[src/rtl/abrw_pkg.sv]
// Package for the area border reflect/wrap block: payload types, register
// indexes, policy codes and pipeline constants. No dependencies.
package abrw_pkg;

  localparam int FRAC_BITS  = 16;
  localparam int DIV_STAGES = 32;

  // Heading mirror constant: 180 degrees in fixed point.
  localparam logic signed [33:0] HEAD_180 = 34'sd180 <<< FRAC_BITS;
  localparam logic signed [33:0] S32_MAX  = 34'sd2147483647;
  localparam logic signed [33:0] S32_MIN  = -34'sd2147483648;

  localparam logic [2:0] REG_MIN_X  = 3'd0;
  localparam logic [2:0] REG_MAX_X  = 3'd1;
  localparam logic [2:0] REG_MIN_Y  = 3'd2;
  localparam logic [2:0] REG_MAX_Y  = 3'd3;
  localparam logic [2:0] REG_MIN_Z  = 3'd4;
  localparam logic [2:0] REG_MAX_Z  = 3'd5;
  localparam logic [2:0] REG_POLICY = 3'd6;

  localparam logic [1:0] POL_REFLECT = 2'd0;
  localparam logic [1:0] POL_WRAP    = 2'd1;
  localparam logic [1:0] POL_ERROR   = 2'd2;

  typedef struct packed {
    logic signed [31:0] pos_x;
    logic signed [31:0] pos_y;
    logic signed [31:0] pos_z;
    logic signed [31:0] target_x;
    logic signed [31:0] target_y;
    logic signed [31:0] target_z;
    logic signed [31:0] vel_x;
    logic signed [31:0] vel_y;
    logic signed [31:0] vel_z;
    logic signed [31:0] heading;
  } in_item_t;

  typedef struct packed {
    logic signed [31:0] new_pos_x;
    logic signed [31:0] new_pos_y;
    logic signed [31:0] new_pos_z;
    logic signed [31:0] new_target_x;
    logic signed [31:0] new_target_y;
    logic signed [31:0] new_target_z;
    logic signed [31:0] new_vel_x;
    logic signed [31:0] new_vel_y;
    logic signed [31:0] new_vel_z;
    logic signed [31:0] new_heading;
    logic               outside_error;
  } out_item_t;

  // Per-axis facts carried alongside the divider lanes.
  typedef struct packed {
    logic               outside;
    logic               size_zero;
    logic               size_neg;
    logic               pos_neg;
    logic               tgt_neg;
    logic signed [32:0] size;
    logic signed [31:0] lo;
    logic signed [31:0] vel;
  } axis_side_t;

  typedef struct packed {
    axis_side_t [2:0]   axis;
    logic signed [31:0] heading;
    logic [1:0]         policy;
  } side_t;

  // Result of one fold lane.
  typedef struct packed {
    logic signed [31:0] value;
    logic               flip;
  } fold_res_t;

endpackage

[src/rtl/abrw_fold.sv]
// Turns an unsigned quotient bit and remainder into a floored fold or wrap
// of one coordinate. Depends on abrw_pkg.
module abrw_fold import abrw_pkg::*; (
  input  logic [31:0]        rem,
  input  logic               q_lsb,
  input  logic               val_neg,
  input  logic               size_neg,
  input  logic signed [32:0] size,
  input  logic signed [31:0] lo,
  input  logic               reflect,
  output fold_res_t          res
);

  logic signed [33:0] srem, m, folded, sum;
  logic               differ, rnz, parity;

  // Floored modulo from the magnitude remainder, then the optional mirror.
  always_comb begin
    rnz    = (rem != '0);
    differ = val_neg ^ size_neg;
    srem   = size_neg ? -$signed({2'b00, rem}) : $signed({2'b00, rem});
    if (!rnz) begin
      m = '0;
    end else if (differ) begin
      m = $signed({size[32], size}) - srem;
    end else begin
      m = srem;
    end
    parity = q_lsb ^ (differ & rnz);
    if (reflect && parity && (m != '0)) begin
      folded = $signed({size[32], size}) - m;
    end else begin
      folded = m;
    end
    sum       = folded + $signed({{2{lo[31]}}, lo});
    res.value = sum[31:0];
    res.flip  = reflect & parity;
  end

endmodule

[config.mk]
export PLATFORM = sky130hd
export DESIGN_NAME = abrw_fold
export DESIGN_NICKNAME = d
export VERILOG_FILES = /design/src/rtl/abrw_pkg.sv /design/src/rtl/abrw_fold.sv
export SDC_FILE = /design/constraint.sdc
export NUM_CORES = 1
export LEC_CHECK = 0
export BUFFER_PORTS_ARGS = -buffer_cell sky130_fd_sc_hd__buf_2
export CORE_MARGIN = 8
export CORE_UTILIZATION = 60
export DETAILED_ROUTE_END_ITERATION = 8
export PLACE_DENSITY = 0.83
export SYNTH_ARGS = -nofsm -noshare
export SYNTH_HDL_FRONTEND = slang
export SYNTH_SLANG_ARGS = --single-unit
export TNS_END_PERCENT = 100
[constraint.sdc]
create_clock -name vclk -period 10.22
set_input_delay 0.511 -clock vclk [all_inputs]
set_output_delay 0.511 -clock vclk [all_outputs]
set_load 0.05 [all_outputs]
==> results of run 1 <==
[stage by stage]
| stage | instances | area [um2] | util |
|---|---|---|---|
| 2_1_floorplan | 1077 | 7340 | - |
| 4_1_cts | 1321 | 8090 | 0.676 |
| 6_report | 1321 | 8100 | 0.677 |
| 3_3_place_gp | 1321 | 8090 | 0.676 |
| 3_5_place_dp | 1321 | 8090 | 0.676 |
| 5_1_grt | 1321 | 8100 | 0.677 |
[worst min path at each step]
stage | from | to | slack, ps | depth (start not counted)
3_3_place_gp | lo[0] | res[1] | 1460 | 3
4_1_cts | lo[0] | res[1] | 1470 | 3
5_1_grt | lo[0] | res[1] | 1470 | 3
2_1_floorplan | lo[0] | res[1] | 1400 | 1
6_report | lo[0] | res[1] | 1460 | 3
3_5_place_dp | lo[0] | res[1] | 1460 | 3
[cells in the final DEF, fill, tap and decap left out, types with 12 or more instances in the layout]
| cell type | synthesis | layout |
|---|---|---|
| xor2_1 | 52 | 52 |
| nand4_1 | 18 | 18 |
| ha_1 | 98 | 98 |
| inv_1 | 42 | 42 |
| and3_1 | 17 | 17 |
| a211oi_1 | 13 | 13 |
| nor3_1 | 24 | 24 |
| o31ai_1 | 14 | 14 |
| or3_1 | 16 | 16 |
| a21oi_1 | 91 | 91 |
| o21a_1 | 18 | 18 |
| nand2_1 | 84 | 84 |
| mux2i_1 | 28 | 28 |
| o211ai_1 | 18 | 18 |
| nand2b_1 | 21 | 21 |
| o21ai_0 | 71 | 71 |
| a31oi_1 | 16 | 15 |
| xnor2_1 | 52 | 52 |
| buf_2 | 4 | 134 |
| a21o_1 | 31 | 31 |
| nor2_1 | 86 | 85 |
| o21bai_1 | 12 | 12 |
| nand3_1 | 39 | 39 |
[cell families (layout without fill, tap and decap cells)]
family / Yosys count / after routing / synth area share
muxes: 32 / 32 / 0.0443
and+or+nand+nor: 381 / 381 / 0.272
AOI/OAI and AO/OA: 372 / 372 / 0.338
adders and majority gates: 101 / 101 / 0.175
buffers and inverters: 87 / 184 / 0.0467
xor gates and xnor gates: 104 / 104 / 0.124
[worst max-delay path: cells and delay by family]
kind | cells | cell delay [ps]
multiplexers | 1 | 370
adder cells (fa/ha/maj) | 2 | 690
AO/OA/AOI/OAI | 16 | 3930
AND/OR/NAND/NOR | 8 | 2840
buffers and inverters | 2 | 410
XOR/XNOR | 2 | 470
[layer usage]
layer	share of wire	global-route usage	vias to the layer above
li1	-	-	4290
met1	0.44	0.392	3944
met2	0.43	0.451	509
met3	0.11	0.0561	45
met4	0.023	0.0580	0
met5	0	0	-
[layout make-up]
type	instances	area share
multi-input combinational	990	0.868
timing repair buffer	142	0.0902
tap	147	0.0227
inverter	42	0.0195
[power groups by stage]
stage	Combinational, W	Clock, W	Sequential [W]
2_1_floorplan	0.00118	0	0
3_5_place_dp	0.00148	0	0
4_1_cts	0.00149	0	0
5_1_grt	0.00163	0	0
6_report	0.00151	0	0
3_3_place_gp	0.00147	0	0
==> impl_summary.log, run 1 <==
INFO  metric numSequentialCells = 0
INFO  metric share_seq_of_total_power = 0
INFO  metric die_area = approximately 0.016 mm2
INFO  metric worstSetupStartpointType = input pin
INFO  metric total_negative_setup_slacks = 0 ps
INFO  metric crit_slowest_cell = or4_1
INFO  metric worst_pin_slew = about 1100 ps
INFO  metric diodes = 0
INFO  metric yosys-top-cells-area = ha_1 17%, a21oi_1 6.2%, xnor2_1 6.2%
INFO  metric synth_warnings = 0
INFO  metric grt_overflow_total = 0
INFO  metric p_leak = 3.67 nW
INFO  metric num_rows = 40
INFO  metric synth_top_area_frac = 0.167
INFO  metric via_count_of_the_first_global_routing_pass = roughly 7900
INFO  metric dpl.hpwl = 20500 um
INFO  metric syn2layout_area_growth = 10.3%
INFO  metric synth_most_common_cell = ha_1
INFO  metric netSwitchingFraction = 0.663
INFO  metric total_power_consumption_of_the_routed_design = 0.00151 W
INFO  metric synth_commonest_cells = 98 x ha_1, 91 x a21oi_1, 86 x nor2_1, 84 x nand2_1, 71 x o21ai_0
INFO  metric post_route_worst_setup_slack = 474 ps
INFO  metric finish.net_count = 1378
INFO  metric cell_internal_pwr = 0.000509 W
INFO  metric dr.pass1.iters = 6
INFO  metric multi_input_area = roughly 0.007 mm2
INFO  metric postSynthNetCount = 1279
INFO  metric p_switching = 0.00100 W
INFO  metric detail_route.wl_per_cell = 18.5 um
INFO  metric timing.critical_path.fanout_max = 9
INFO  metric power.combinational.fraction = 1.000
INFO  metric post-cts-setup-buffer-count = 0
INFO  metric ioPinCount = 134
INFO  metric grt_pass1_wl = 39000 um
INFO  metric finalWirelength = 24400 um
INFO  metric grt_max_degree = 33
INFO  metric finalSetupViolCount = 0
INFO  metric max_cap_viols = 0
INFO  metric arrival = 9240 ps
INFO  metric ir_worst_vdd = 0.124 mV
INFO  metric powerDensity = 187 mW/mm2
INFO  metric post-synth-top-area-cell = ha_1
INFO  metric critPathKind = in2out
INFO  metric post-place-ws = 473 ps
INFO  metric number_of_antenna_violations_at_the_first_check_in_global_routing = 0
INFO  metric initial_utilization = 0.614
INFO  metric endpoint_kind = output port
INFO  metric die-width = ~130 um
INFO  metric vias = 8788
INFO  metric slew_violations = 0
INFO  metric synth_sequential_area_ratio = 0
INFO  metric cp-startpoint = rem[3]
INFO  metric fp.dieH = 127 um
INFO  metric final.fill_count = between 1000 and 1500
INFO  metric hold_ws = between 1000 and 1500 ps
INFO  metric placeableCoreArea = 0.0120 mm2
INFO  metric seqCellArea = 0 um2
INFO  metric port_buffers = ~130
INFO  metric route.antenna.remaining_nets = 0
INFO  metric gate_count_after_technology_mapping = ~1100
INFO  metric routabilityCongestion = around 1.0
INFO  metric final_layout_size_suffix_gt1_frac = 0.147
INFO  metric clock_buffer_count = 0
INFO  metric ctsResizeCount = 0
INFO  metric run_status = complete, no violations
INFO  metric required = 9710 ps
INFO  metric drc = 0
INFO  metric final-hold-violation-count = 0
INFO  metric gr-usage-all-layers = 0.286
INFO  metric timing.critical_path.to = res[32]
INFO  metric period_minus_slack = 9750 ps
INFO  metric synth.avg_cell_area = 6.82 um2
INFO  metric share_of_power_burned_in_the_clock_network = 0
INFO  metric worst_hold_path_type = in2out
INFO  metric vias_per_cell = 6.65
INFO  metric max_slew_margin = 0.296
INFO  metric mappedNetlistArea = around 0.0073 mm2
INFO  metric synth.lib_cells_used.distinct = 82
INFO  metric min_period_over_period = 0.954
INFO  metric first_iter_violations = approximately 790
INFO  metric crit_path_max_incr_delay = 600 ps
INFO  metric max_freq = 103 MHz
INFO  metric holdBufCountCts = 0
Note: power is estimated with default switching activity, not from simulation.
==> run 2, diff against run 1 <==
- CORE_UTILIZATION: 60 -> 49
- PLACE_DENSITY: 0.83 -> 0.69
==> impl_summary.log, run 2 (synthesis gave the netlist of run 1 again) <==
INFO  metric slew_violations = 0 (unchanged)
INFO  metric mostFrequentLayoutCells = 134 x buf_2, 98 x ha_1, 90 x a21oi_1, 85 x nor2_1, 84 x nand2_1
INFO  metric dpl_cell_area = 0.00815 mm2 (+0.76%)
INFO  metric number_of_antenna_violations_at_the_first_check_in_global_routing = 0 (unchanged)
INFO  metric ioPinCount = 134 (unchanged)
INFO  metric grt_util_met3 = 0.0257 (-0.0305)
INFO  metric drc = 0 (unchanged)
INFO  metric finalSetupViolCount = 0 (unchanged)
INFO  metric numSequentialCells = 0 (unchanged)
INFO  metric timing.critical_path.fanout_max = 8 (-1)
INFO  metric global_route.usage.met2 = 0.370 (-0.0810)
INFO  metric clock_buffer_count = 0 (unchanged)
INFO  metric placeableCoreArea = 0.0146 mm2 (+22%)
INFO  metric port_buffers = 134 (unchanged)
INFO  metric vias = 8628 (-1.8%)
INFO  metric holdBufCountCts = 0 (unchanged)
INFO  metric period_minus_slack = 9780 ps (+32.4 ps)
INFO  metric gr-usage-all-layers = 0.238 (-0.0480)
INFO  metric required = 9710 ps (about the same)
INFO  metric layout.cells.most_common = buf_2
INFO  metric post_layout_nonfiller_instances = 1360 (+3.0%)
INFO  metric seqCellArea = 0 um2 (unchanged)
INFO  metric detail_route.wl_per_cell = 18.3 um (-0.92%)
INFO  metric vias_per_cell = 6.34 (-4.6%)
INFO  metric worst_hold_path_type = in2out
INFO  metric worst_pin_slew = 874 ps (-182 ps)
INFO  metric min_period_over_period = 0.957 (+0.00317)
INFO  metric critPathKind = in2out
INFO  metric max_slew_margin = 0.413 (+0.118)
INFO  metric met1_usage = 0.348 (-0.0442)
INFO  metric worstSetupStartpointType = input pin
INFO  metric grt_pass1_wl = 39300 um (+0.71%)
INFO  metric via_count_of_the_first_global_routing_pass = 7722 (-2.5%)
INFO  metric first_iter_violations = 772 (-2.8%)
INFO  metric finalWirelength = 24900 um (+2.0%)
INFO  metric post_route_worst_setup_slack = 442 ps (-32.4 ps)
INFO  metric max_cap_viols = 0 (unchanged)
INFO  metric final.fill_count = 1501 (+34%)
INFO  metric powerDensity = 184 mW/mm2 (-1.1%)
INFO  metric cpLargestDelayFamily = compound AO/OA/AOI/OAI gates
INFO  metric grt_most_used_layer = met2
INFO  metric num_rows = 44 (+10%)
INFO  metric final_cell_area = 0.00816 mm2 (+0.74%)
INFO  metric fp.dieH = 138 um (+9.3%)
INFO  metric hold-path-cell-count = 3 (unchanged)
INFO  metric grt_max_degree = 36 (+9.1%)
INFO  metric min_from = lo[0]
INFO  metric syn2layout_area_growth = 11.1%
INFO  metric max_freq = 102 MHz (-0.33%)
INFO  metric crit_slowest_cell = or4_1
INFO  metric p_leak = 3.68 nW (+0.23%)
INFO  metric routabilityCongestion = 0.992 (-4.0%)
INFO  metric final_layout_size_suffix_gt1_frac = 0.149 (+0.00145)
INFO  metric hold_ws = 1460 ps (+0.470 ps)
INFO  metric finish.net_count = 1380 (+0.15%)
INFO  metric ir_worst_vdd = 0.121 mV (-2.5%)
INFO  metric dr.pass1.iters = 5 (-1)
INFO  metric run_status = complete, no violations
INFO  metric dpl.hpwl = 21300 um (+3.4%)
INFO  metric route.antenna.remaining_nets = 0 (unchanged)
INFO  metric final-hold-violation-count = 0 (unchanged)
INFO  metric initial_utilization = 0.503 (-0.111)
INFO  metric die-width = 138 um (+9.3%)
INFO  metric crit_path_max_incr_delay = 520 ps (-80 ps)
INFO  metric post-place-ws = 426 ps (-47.3 ps)
INFO  metric diodes = 0 (unchanged)
INFO  metric min_to = res[1]
INFO  metric die_area = 0.0192 mm2 (+19%)
INFO  metric total_negative_setup_slacks = 0 ps (unchanged)
INFO  metric grt_setup_unrepaired = no
INFO  metric post-place-cells = 1360 (+3.0%)
INFO  metric endpoint_kind = output port
INFO  metric critical_path.n_buffers_inverters = 4 (+2)
INFO  metric arrival = 9270 ps (+30 ps)
INFO  metric post-cts-setup-buffer-count = 0 (unchanged)
INFO  metric grt_overflow_total = 0 (unchanged)
-- run 2: layout make-up --
class / instances / area [um2] / share of cell area
Inverter: 42 / 158 / 0.0193
Multi-Input combinational cell: 990 / 7020 / 0.861
Timing Repair Buffer: 144 / 746 / 0.0914
Tap cell: 184 / 230 / 0.0282
-- run 2: how the worst max path moves through the flow --
stage	from	to	slack, ps	depth (start not counted)
6_report	rem[0]	res[32]	440	34
5_1_grt	rem[3]	res[32]	50	31
4_1_cts	rem[3]	res[32]	400	31
3_5_place_dp	rem[3]	res[32]	430	31
3_3_place_gp	rem[3]	res[32]	580	31
2_1_floorplan	rem[2]	res[32]	1040	32
-- run 2: per-layer routing --
layer,up-vias,wire length [um]
met1,3939,12100
met2,360,10500
met5,-,0
met3,28,1960
met4,0,397
li1,4301,-
-- run 2: what timing repair did --
item                                    CTS  global route
hold endpoints to repair                  0             0
gates resized for setup                   0             2
endpoints found under the setup margin    0             3
-- run 2: metrics by stage --
| step | utilization | power [W] |
|---|---|---|
| after global placement | 0.559 | 0.00148 |
| after floorplan | - | 0.00118 |
| after detailed placement | 0.559 | 0.00149 |
| after global routing | 0.559 | 0.00163 |
| final | 0.559 | 0.00150 |
| after CTS | 0.559 | 0.00149 |
-- run 2: power by group --
group,switching (W),total (W),internal [W],leakage (nW)
Sequential,0,0,0,0
Combinational,0.000996,0.00150,0.000509,3.68
Clock,0,0,0,0
Total,0.000996,0.00150,0.000509,3.68
